--- config.mk ---
export PLATFORM = sky130hd
export DESIGN_NAME = scancode_to_ascii_line_editor
export DESIGN_NICKNAME = d
export VERILOG_FILES = /design/src/hw/rtl/sc2a_pkg.sv /design/src/hw/rtl/sc2a_edit.sv /design/src/hw/rtl/scancode_to_ascii_line_editor.sv
export SDC_FILE = /design/constraint.sdc
export NUM_CORES = 1
export LEC_CHECK = 0
export ABC_CLOCK_PERIOD_IN_PS = 4900
export BUFFER_PORTS_ARGS = -buffer_cell sky130_fd_sc_hd__buf_4
export CORE_MARGIN = 2
export CORE_UTILIZATION = 25
export DETAILED_ROUTE_END_ITERATION = 8
export GPL_TIMING_DRIVEN = 0
export HOLD_SLACK_MARGIN = 0.12
export PLACE_DENSITY = 0.4
export SLEW_MARGIN = 10
export SYNTH_ARGS = -nofsm -noshare
export SYNTH_HDL_FRONTEND = slang
export SYNTH_SLANG_ARGS = --single-unit
--- constraint.sdc ---
create_clock -name clk -period 4.9 [get_ports clk]
set_input_delay 0 -clock clk [delete_from_list [all_inputs] [get_ports clk]]
set_output_delay 0 -clock clk [all_outputs]
set_load 0.01 [all_outputs]
--- src/hw/rtl/sc2a_pkg.sv ---
// Package with shared types, event codes and key tables for the scancode line editor.
`timescale 1ns / 1ps

package sc2a_pkg;

    localparam int LINE_CHARS_DEFAULT = 62;
    localparam int COUNT_W            = 6;
    localparam int CHAR_W             = 7;
    localparam int SCAN_W             = 8;

    localparam logic [SCAN_W-1:0] SC_LSHIFT_MAKE  = 8'h2A;
    localparam logic [SCAN_W-1:0] SC_RSHIFT_MAKE  = 8'h36;
    localparam logic [SCAN_W-1:0] SC_LSHIFT_BREAK = 8'hAA;
    localparam logic [SCAN_W-1:0] SC_RSHIFT_BREAK = 8'hB6;
    localparam logic [SCAN_W-1:0] SC_CAPS_MAKE    = 8'h3A;

    localparam logic [CHAR_W-1:0] CH_BACKSPACE = 7'h08;
    localparam logic [CHAR_W-1:0] CH_NEWLINE   = 7'h0A;
    localparam logic [CHAR_W-1:0] CH_LOWER_A   = 7'h61;
    localparam logic [CHAR_W-1:0] CH_LOWER_Z   = 7'h7A;
    localparam logic [CHAR_W-1:0] CH_CASE_BIT  = 7'h20;

    typedef enum logic [1:0] {
        EV_NONE     = 2'd0,
        EV_APPEND   = 2'd1,
        EV_ERASE    = 2'd2,
        EV_LINE_END = 2'd3
    } event_t;

    typedef struct packed {
        logic                  shift_held;
        logic                  caps_on;
        logic [CHAR_W-1:0]     previous_make;
        logic [COUNT_W-1:0]    chars_in_line;
    } edit_state_t;

    typedef struct packed {
        event_t                event_res;
        logic [CHAR_W-1:0]     character;
        logic [COUNT_W-1:0]    line_length;
    } edit_result_t;

    // Unshifted key map; codes outside the table give zero.
    function automatic logic [CHAR_W-1:0] plain_char(input logic [CHAR_W-1:0] idx);
        logic [CHAR_W-1:0] c;
        c = '0;
        case (idx)
            7'd1:  c = 7'h1B;
            7'd2:  c = 7'h31;
            7'd3:  c = 7'h32;
            7'd4:  c = 7'h33;
            7'd5:  c = 7'h34;
            7'd6:  c = 7'h35;
            7'd7:  c = 7'h36;
            7'd8:  c = 7'h37;
            7'd9:  c = 7'h38;
            7'd10: c = 7'h39;
            7'd11: c = 7'h30;
            7'd12: c = 7'h2D;
            7'd13: c = 7'h3D;
            7'd14: c = 7'h08;
            7'd15: c = 7'h09;
            7'd16: c = 7'h71;
            7'd17: c = 7'h77;
            7'd18: c = 7'h65;
            7'd19: c = 7'h72;
            7'd20: c = 7'h74;
            7'd21: c = 7'h79;
            7'd22: c = 7'h75;
            7'd23: c = 7'h69;
            7'd24: c = 7'h6F;
            7'd25: c = 7'h70;
            7'd26: c = 7'h5B;
            7'd27: c = 7'h5D;
            7'd28: c = 7'h0A;
            7'd30: c = 7'h61;
            7'd31: c = 7'h73;
            7'd32: c = 7'h64;
            7'd33: c = 7'h66;
            7'd34: c = 7'h67;
            7'd35: c = 7'h68;
            7'd36: c = 7'h6A;
            7'd37: c = 7'h6B;
            7'd38: c = 7'h6C;
            7'd39: c = 7'h3B;
            7'd40: c = 7'h27;
            7'd41: c = 7'h60;
            7'd43: c = 7'h5C;
            7'd44: c = 7'h7A;
            7'd45: c = 7'h78;
            7'd46: c = 7'h63;
            7'd47: c = 7'h76;
            7'd48: c = 7'h62;
            7'd49: c = 7'h6E;
            7'd50: c = 7'h6D;
            7'd51: c = 7'h2C;
            7'd52: c = 7'h2E;
            7'd53: c = 7'h2F;
            7'd55: c = 7'h2A;
            7'd57: c = 7'h20;
            default: c = '0;
        endcase
        return c;
    endfunction

    // Shifted key map. Note that the shifted 6 key stays '6'.
    function automatic logic [CHAR_W-1:0] shifted_char(input logic [CHAR_W-1:0] idx);
        logic [CHAR_W-1:0] c;
        c = '0;
        case (idx)
            7'd1:  c = 7'h1B;
            7'd2:  c = 7'h21;
            7'd3:  c = 7'h40;
            7'd4:  c = 7'h23;
            7'd5:  c = 7'h24;
            7'd6:  c = 7'h25;
            7'd7:  c = 7'h36;
            7'd8:  c = 7'h26;
            7'd9:  c = 7'h2A;
            7'd10: c = 7'h28;
            7'd11: c = 7'h29;
            7'd12: c = 7'h5F;
            7'd13: c = 7'h2B;
            7'd14: c = 7'h08;
            7'd15: c = 7'h09;
            7'd16: c = 7'h51;
            7'd17: c = 7'h57;
            7'd18: c = 7'h45;
            7'd19: c = 7'h52;
            7'd20: c = 7'h54;
            7'd21: c = 7'h59;
            7'd22: c = 7'h55;
            7'd23: c = 7'h49;
            7'd24: c = 7'h4F;
            7'd25: c = 7'h50;
            7'd26: c = 7'h5B;
            7'd27: c = 7'h5D;
            7'd28: c = 7'h0A;
            7'd30: c = 7'h41;
            7'd31: c = 7'h53;
            7'd32: c = 7'h44;
            7'd33: c = 7'h46;
            7'd34: c = 7'h47;
            7'd35: c = 7'h48;
            7'd36: c = 7'h4A;
            7'd37: c = 7'h4B;
            7'd38: c = 7'h4C;
            7'd39: c = 7'h3B;
            7'd40: c = 7'h27;
            7'd41: c = 7'h60;
            7'd43: c = 7'h5C;
            7'd44: c = 7'h5A;
            7'd45: c = 7'h58;
            7'd46: c = 7'h43;
            7'd47: c = 7'h56;
            7'd48: c = 7'h42;
            7'd49: c = 7'h4E;
            7'd50: c = 7'h4D;
            7'd51: c = 7'h3C;
            7'd52: c = 7'h3E;
            7'd53: c = 7'h2F;
            7'd55: c = 7'h2A;
            7'd57: c = 7'h20;
            default: c = '0;
        endcase
        return c;
    endfunction

    // Caps-lock map: the plain map with letters in upper case.
    function automatic logic [CHAR_W-1:0] caps_char(input logic [CHAR_W-1:0] idx);
        logic [CHAR_W-1:0] p;
        p = plain_char(idx);
        if (p >= CH_LOWER_A && p <= CH_LOWER_Z)
        begin
            p = p & ~CH_CASE_BIT;
        end
        return p;
    endfunction

endpackage

--- src/hw/rtl/sc2a_edit.sv ---
// Combinational step of the line editor: key tracking, mapping and line count update.
`timescale 1ns / 1ps

module sc2a_edit
    import sc2a_pkg::*;
#(
    parameter int LINE_CHARS = LINE_CHARS_DEFAULT
)
(
    input  logic [SCAN_W-1:0] scancode,
    input  edit_state_t       state,
    output edit_state_t       state_next,
    output edit_result_t      result
);

    // The count register holds at most 63, so larger limits clamp there.
    localparam int LimitInt = (LINE_CHARS > (2**COUNT_W - 1)) ? (2**COUNT_W - 1) : LINE_CHARS;
    localparam logic [COUNT_W-1:0] LineLimit = COUNT_W'(LimitInt);

    logic                 shift_next;
    logic                 caps_next;
    logic                 new_make;
    logic [CHAR_W-1:0]    idx;
    logic [CHAR_W-1:0]    plain_c;
    logic [CHAR_W-1:0]    mapped;
    logic                 plain_lower;
    logic [COUNT_W-1:0]   count_edit;
    event_t               ev;
    logic [CHAR_W-1:0]    ch_out;

    assign idx = scancode[CHAR_W-1:0];

    always_comb
    begin
        shift_next = state.shift_held;
        if (scancode == SC_LSHIFT_MAKE || scancode == SC_RSHIFT_MAKE)
        begin
            shift_next = 1'b1;
        end
        else if (scancode == SC_LSHIFT_BREAK || scancode == SC_RSHIFT_BREAK)
        begin
            shift_next = 1'b0;
        end
    end

    assign caps_next   = state.caps_on ^ (scancode == SC_CAPS_MAKE);
    assign new_make    = !scancode[SCAN_W-1] && (idx != state.previous_make);
    assign plain_c     = plain_char(idx);
    assign plain_lower = (plain_c >= CH_LOWER_A) && (plain_c <= CH_LOWER_Z);

    always_comb
    begin
        if (shift_next)
        begin
            mapped = shifted_char(idx);
        end
        else if (caps_next && plain_lower)
        begin
            mapped = caps_char(idx);
        end
        else
        begin
            mapped = plain_c;
        end
    end

    always_comb
    begin
        ev         = EV_NONE;
        ch_out     = '0;
        count_edit = state.chars_in_line;
        if (new_make && mapped != '0)
        begin
            if (mapped == CH_NEWLINE)
            begin
                ev = EV_LINE_END;
            end
            else if (mapped == CH_BACKSPACE)
            begin
                if (state.chars_in_line != '0)
                begin
                    ev         = EV_ERASE;
                    count_edit = state.chars_in_line - COUNT_W'(1);
                end
            end
            else if (state.chars_in_line < LineLimit)
            begin
                ev         = EV_APPEND;
                ch_out     = mapped;
                count_edit = state.chars_in_line + COUNT_W'(1);
            end
        end
    end

    always_comb
    begin
        state_next.shift_held    = shift_next;
        state_next.caps_on       = caps_next;
        state_next.chars_in_line = (ev == EV_LINE_END) ? '0 : count_edit;
        if (new_make)
        begin
            state_next.previous_make = idx;
        end
        else if (scancode[SCAN_W-1])
        begin
            state_next.previous_make = '0;
        end
        else
        begin
            state_next.previous_make = state.previous_make;
        end
        result.event_res   = ev;
        result.character   = ch_out;
        result.line_length = count_edit;
    end

endmodule

--- src/hw/rtl/scancode_to_ascii_line_editor.sv ---
// Top level of the set-1 scancode to ASCII line editor with stream ports.
`timescale 1ns / 1ps

// The block takes one raw set-1 keyboard scancode per input transfer and
// gives exactly one result transfer for each. It tracks the two shift keys
// and the caps-lock toggle, drops repeated make codes until any break code
// arrives, maps each new make code to ASCII, and keeps the length of a line
// of up to LINE_CHARS characters (clamped to 63). The result's tuser field
// tells what happened: nothing, a character appended, the last character
// erased, or the line ended; on line end the finished length is reported
// and the count starts again from zero. The scancode is captured in an input
// register, the whole step (table lookup, flag update, count add or
// subtract) is one short stage of logic, and the result lands in an output
// register. A new scancode is taken in every cycle while results are being
// drained, so the sustained rate is one item per clock. The result becomes
// valid when the item passes from the input register into the output
// register. Stalls on the result side hold both registers; the editor
// state only moves when an item passes from the input register into the
// output register.
module scancode_to_ascii_line_editor
    import sc2a_pkg::*;
#(
    parameter int LINE_CHARS = LINE_CHARS_DEFAULT
)
(
    input  logic        clk,
    input  logic        rst_n,

    input  logic        s_tvalid,
    output logic        s_tready,
    input  logic [7:0]  s_tdata,   // [7:0] scancode

    output logic        m_tvalid,
    input  logic        m_tready,
    output logic [15:0] m_tdata,   // [6:0] character, [12:7] line_length, [15:13] zero
    output logic [1:0]  m_tuser    // [1:0] event_res
);

    logic              in_valid_reg;
    logic [SCAN_W-1:0] in_scan_reg;
    logic              out_valid_reg;
    edit_result_t      out_result_reg;
    edit_state_t       state_reg;
    edit_state_t       state_next;
    edit_result_t      result_next;
    logic              out_free;
    logic              advance;

    // The output register can take a new result when it is empty or being
    // read in this cycle; the input register moves forward at the same time.
    assign out_free = !out_valid_reg || m_tready;
    assign advance  = in_valid_reg && out_free;
    assign s_tready = !in_valid_reg || out_free;

    always_ff @(posedge clk or negedge rst_n)
    begin
        if (!rst_n)
        begin
            in_valid_reg <= 1'b0;
        end
        else if (s_tready)
        begin
            in_valid_reg <= s_tvalid;
        end
    end

    always_ff @(posedge clk)
    begin
        if (s_tready && s_tvalid)
        begin
            in_scan_reg <= s_tdata;
        end
    end

    sc2a_edit #(
        .LINE_CHARS (LINE_CHARS)
    ) u_edit (
        .scancode   (in_scan_reg),
        .state      (state_reg),
        .state_next (state_next),
        .result     (result_next)
    );

    // Keyboard state and line count advance once per item.
    always_ff @(posedge clk or negedge rst_n)
    begin
        if (!rst_n)
        begin
            state_reg     <= '0;
            out_valid_reg <= 1'b0;
        end
        else
        begin
            if (advance)
            begin
                state_reg <= state_next;
            end
            if (out_free)
            begin
                out_valid_reg <= in_valid_reg;
            end
        end
    end

    always_ff @(posedge clk)
    begin
        if (advance)
        begin
            out_result_reg <= result_next;
        end
    end

    assign m_tvalid = out_valid_reg;
    assign m_tdata  = {3'b000, out_result_reg.line_length, out_result_reg.character};
    assign m_tuser  = out_result_reg.event_res;

endmodule

-- Word level (Yosys, flattened, before mapping)
Memory sizes are Yosys's and may differ from the RTL's. A register that Yosys moved wholly into a read port is not among the register bits.
Cells that the tools add are included.
- flip-flop bits (word level): 40
- memory bits (read-only): 1344
- bits of input ports: 12
- memories kept: 3
- word-level logic and storage cells: 77
- output and inout bits: 20
- memories (name ; depth ; bits a word ; rd ports ; clocked after memory_dff ; wr ports ; RTL line ; text):
    (no name shown) ; 64 ; 7 ; 1 ; 1 ; 0 ; sc2a_pkg.sv:110 ; case (idx)
    (no name shown) ; 64 ; 7 ; 1 ; 1 ; 0 ; sc2a_pkg.sv:47 ; case (idx)
    (no name shown) ; 64 ; 7 ; 1 ; 1 ; 0 ; sc2a_pkg.sv:47 ;
- eq/ne operators: 9
- $lt $le $gt $ge: 5
- reduce and logical (&&, ||, !) cells: 19
- add/subtract/negate cells: 2
- muxes and demuxes: 26
- bitwise operators: 3
- operators by type and width (kind ; count):
    7-bit 2-to-1 mux ; 9
    6-bit 2-to-1 mux ; 10
    8-bit by 6-bit == test with 1-bit output, second input constant ; 3
    8-bit == test, second input constant ; 2
    7-bit by 4-bit == test with 1-bit output, second input constant ; 2
    7-bit greater-or-equal comparator, second input constant ; 2
    7-bit less-or-equal comparator, second input constant ; 2
    2-bit 2-to-1 mux ; 4
    1-bit logical AND ; 7
    7-bit inequality test ; 1
    7-bit nonzero test ; 1
    6-bit by 1-bit adder with 6-bit output, second input constant ; 1
    6-bit < comparator, second input constant ; 1
    6-bit nonzero test ; 1
    6-bit by 1-bit subtractor with 6-bit output, second input constant ; 1
    1-bit logical OR ; 4
    4-bit OR reduction ; 1
    1-bit zero test ; 3
    1-bit 2-to-1 mux ; 3
    2-bit == test, second input constant ; 1
    1-bit inverter ; 2
    2-bit AND reduction ; 1
    2-bit nonzero test ; 1
    1-bit XOR ; 1

-- Longest topological paths before layout
- word-level depth: 17
- gate-level depth with buffers: 11
- mapped depth without buffers: 9

-- Cells and area by module
Synthesis repeated with hierarchy kept, for this count alone.
- cells, all modules: 374
- area, all modules: 3550.9 sq um
- by module, submodules not included (module ; cells an instance ; instances ; sequential area each (sq um) ; area an instance (sq um)):
    sc2a_edit ; 307 ; 1 ; 0.0 ; 2129.5
    scancode_to_ascii_line_editor ; 67 ; 1 ; 1116.1 ; 1421.4

-- Worst setup path after synthesis
OpenSTA, ideal clock, no wires.
- path kind: reg-to-reg
- start: register out_valid_reg, in the netlist m_tvalid
- end: register (tool-made name)
- arrival time: 2847 ps
- data required time: 4842 ps
- library setup time: 58 ps
- path slack: 1995 ps
- stages on the path, launching flop included: 12
- buffers on the path: 2
- clock period less this slack: 2905 ps
- cells stage by stage: dfrtp_1 > nand3b_1 > nand2_1 > mux2_2 > buf_2 > inv_1 > ha_1 > clkbuf_1 > inv_1 > a2111oi_0 > o31a_1 > a21o_1
- RTL lines (element ; RTL line ; text):
    from (decl) ; scancode_to_ascii_line_editor.sv:41 ; logic out_valid_reg;
    from (signal assigned) ; scancode_to_ascii_line_editor.sv:100 ; out_valid_reg <= in_valid_reg;

==> metrics.md <==
| Metric | Value |
|---|---|
| TritonRoute pass-1 iters | `5` |
| Final std cells w/o fill | `638` |
| Antenna violations before repair | `0` |
| Comb pwr share | `0.372` |
| Setup TNS | `0 ns` |
| Synth-to-Final Area Change | `18.5%` |
| Slew Viols, Final | `0` |
| I/O pin count | `32` |
| Avg WL per Cell | `16.7 um` |
| Die span in y | `126 um` |
| H-tree levels | `2` |
| Clock Latency Late Sink | `0.30 ns` |
| Post_cts resized | `0` |
| Syn. warnings | `0` |
| Synth unique cells | `75` |
| Pwr dens | `350 mW/mm2` |
| CP cell instances | `dlygate4sd3_1 -> buf_4 -> nand3b_1 -> nand2_1 -> mux2_2 -> buf_2 -> inv_1 -> ha_1 -> clkbuf_1 -> inv_1 -> a2111oi_0 -> o31a_1 -> a21o_1` |
| Final instance area | `0.00443 mm2` |
| Fin crit share | `0.746` |
| Grt ovf | `0` |
| VDD IR max | `130 uV` |
| # diodes | `0` |
| GRT Util Overall | `0.135` |
| Tightest Pin Transition | `0.892 ns` |
| Max clock buf depth | `2` |
| Cell-internal power | `0.978 mW` |
| TritonCTS clock tree | `done` |
| Width of the die | `126 um` |
| Core ar. | `0.0146 mm2` |
| Ys flop type | `edfxtp_1` |
| Setup crit end kind | `flop` |
| DRC viols | `0` |
| Critical Path RT | `5.14 ns` |
| Critical path class | `in -> reg` |
| Crit path max-delay family | `buffers and inverters` |
| Min Tclk post-route | `3.66 ns` |
| Relative slew slack | `0.402` |
| Antenna-violating nets left | `0` |
| Number of synthesized flops with an enable pin | `23` |
| Net Switching | `0.571 mW` |
| Placed cells | `619` |
| Flop pwr share | `0.398` |
| Worst-path fanout max | `13` |
| Final WL | `10700 um` |
| Iter 0 DRT Violations | `270` |
| Placed wire-length estimate | `7920 um` |
| Maximum clock frequency | `0.273 GHz` |
| CTS sink cnt | `54` |
| Via count | `3323` |
| Site Rows | `44` |
| Hold Fails Final Rpt | `0` |
| Register area share after synthesis | `0.374` |
| Most frequent cells in the layout | `nand2_1 (36), nor2_1 (36), buf_4 (31)` |
| Leakage power | `1.75 nW` |
| Via/cell ratio | `5.21` |
| Max incr delay on CP | `0.54 ns` |
| Largest net degree at the start of global routing | `24` |
| CP most frequent cell | `inv_1` |
| First-pass GRT wire length | `17500 um` |
| Status | `completed` |
| DP Area | `0.00418 mm2` |
| Critical Path AT | `3.90 ns` |
| Mapped Area | `0.00373 mm2` |
| Fillers | `1472` |
| Share of cells above drive strength 1 | `0.152` |
| CTS Buf Count | `5` |
| # Post-CTS Setup Buffers | `0` |
| RSZ-0062 raised after global routing | `no` |
| Hold-fix buffer count after cts | `11` |
| Sw frac | `0.369` |
| Maxcap violations | `0` |
| Worst Hold Class | `in -> async` |
| CTS root buf | `clkbuf_16` |
| Yosys reg bits | `54` |
| Clk pwr share | `0.229` |
| Worst Path Buf+Inv | `6` |
| Port Buffers | `27` |
| Slowest cell on the critical path | `dlygate4sd3_1` |
| Starting Density | `0.256` |
| CP Launch Type | `primary input` |
| CTS clock-pin slew for the worst setup and hold paths | `0.07 ns` |
| # setup viols final | `0` |
| Cells after synthesis | `406` |
| Die area | `0.0159 mm2` |
| Final nets | `480` |
| Fraction of synthesis flops using an asynchronous set or reset pin | `0.315` |
| Syn_area_per_cell | `9.20 um2` |
| Routability Congestion | `0.880` |
| Vias in the first global route | `3232` |
| Clock Skews | `0.0110 ns` |
==> worst register-to-register path, delay by kind of cell, from the launching register on <==
| family | cells | cell delay, ns |
|---|---|---|
| buffers and inverters | 4 | 1.12 |
| adders and majority gates | 1 | 0.23 |
| muxes | 1 | 0.39 |
| DFF | 1 | 0.38 |
| AOI/OAI and AO/OA | 3 | 0.80 |
| and+or+nand+nor | 2 | 0.62 |
==> synth_stat cells, types with 5 or more instances <==
cell type | number | area, um2
mux2i_1 | 11 | 110
nor2_1 | 36 | 135
a221oi_1 | 7 | 61.3
edfxtp_1 | 23 | 691
dfxtp_1 | 14 | 280
xor2_1 | 11 | 96.3
nand2_1 | 36 | 135
clkbuf_1 | 9 | 33.8
nor3_1 | 14 | 70.1
ha_1 | 15 | 188
a21oi_1 | 18 | 90.1
o311ai_0 | 5 | 43.8
buf_2 | 6 | 30.0
dfrtp_1 | 17 | 425
a21o_1 | 5 | 37.5
a22o_1 | 5 | 43.8
nand3_1 | 13 | 65.1
inv_1 | 13 | 48.8
o211ai_1 | 10 | 75.1
nand2b_1 | 6 | 37.5
and3_1 | 7 | 43.8
o21ai_0 | 24 | 120
==> layout make-up <==
type                            count  area, um2  area share
Inverter                           16       60.1      0.0136
Tap cell                          184        230      0.0520
Timing Repair Buffer               38        313      0.0707
Multi-Input combinational cell    316       2170       0.491
Clock inverter                      2       12.5     0.00283
Clock buffer                        6        129      0.0291
Sequential cell                    54       1400       0.315
Buffer                             22        113      0.0254
==> power by group through the flow <==
stage               clock network (mW)  logic [mW]  registers [mW]
floorplan                            0       0.407           0.620
global placement                     0       0.570           0.628
detailed placement                   0       0.567           0.628
CTS                              0.367       0.575           0.619
global route                     0.381       0.644           0.631
finish                           0.355       0.577           0.618
==> per-stage QoR <==
step	hold slack, ns	power [mW]	utilization	setup slack, ns
2_1_floorplan	-0.296	1.03	-	2.00
3_5_place_dp	-0.0992	1.19	0.286	1.40
4_1_cts	0.120	1.56	0.303	1.31
3_3_place_gp	-0.105	1.20	0.286	1.32
6_report	0.116	1.55	0.303	1.24
5_1_grt	0.146	1.66	0.303	0.974
==> kinds of logic after synthesis <==
| kind of cell | after synthesis | share of synthesized area |
|---|---|---|
| xor gates and xnor gates | 15 | 0.0352 |
| and+or+nand+nor | 136 | 0.179 |
| muxes | 17 | 0.0566 |
| adders and majority gates | 15 | 0.0503 |
| buffers and inverters | 38 | 0.0462 |
| DFF | 54 | 0.374 |
| other | 1 | 0.00100 |
| AOI/OAI and AO/OA | 130 | 0.258 |
==> worst paths after layout <==
| kind | end | cells past startpoint | from | slack [ns] |
|---|---|---|---|---|
| worst max-delay path | flop | 13 | m_tready | 1.24 |
| worst min-delay path | state_reg[2] | 2 | rst_n | 0.12 |
| worst max register to register | flop | 11 | m_tvalid | 1.30 |
| worst min register to register | state_reg[13] | 1 | state_reg[13] | 0.48 |
| max in group asynchronous | state_reg[13] | 2 | rst_n | 4.57 |
| min in group clk | in_scan_reg[2] | 2 | s_tdata[2] | 0.42 |
==> layer usage <==
metal,global-route usage,vias to the layer above,part of all wire
met5,0,-,0
met4,0.0310,0,0.012
met3,0.0225,11,0.050
met2,0.222,111,0.46
met1,0.187,1575,0.48
li1,-,1626,-
(Power assumes the default switching activity.)
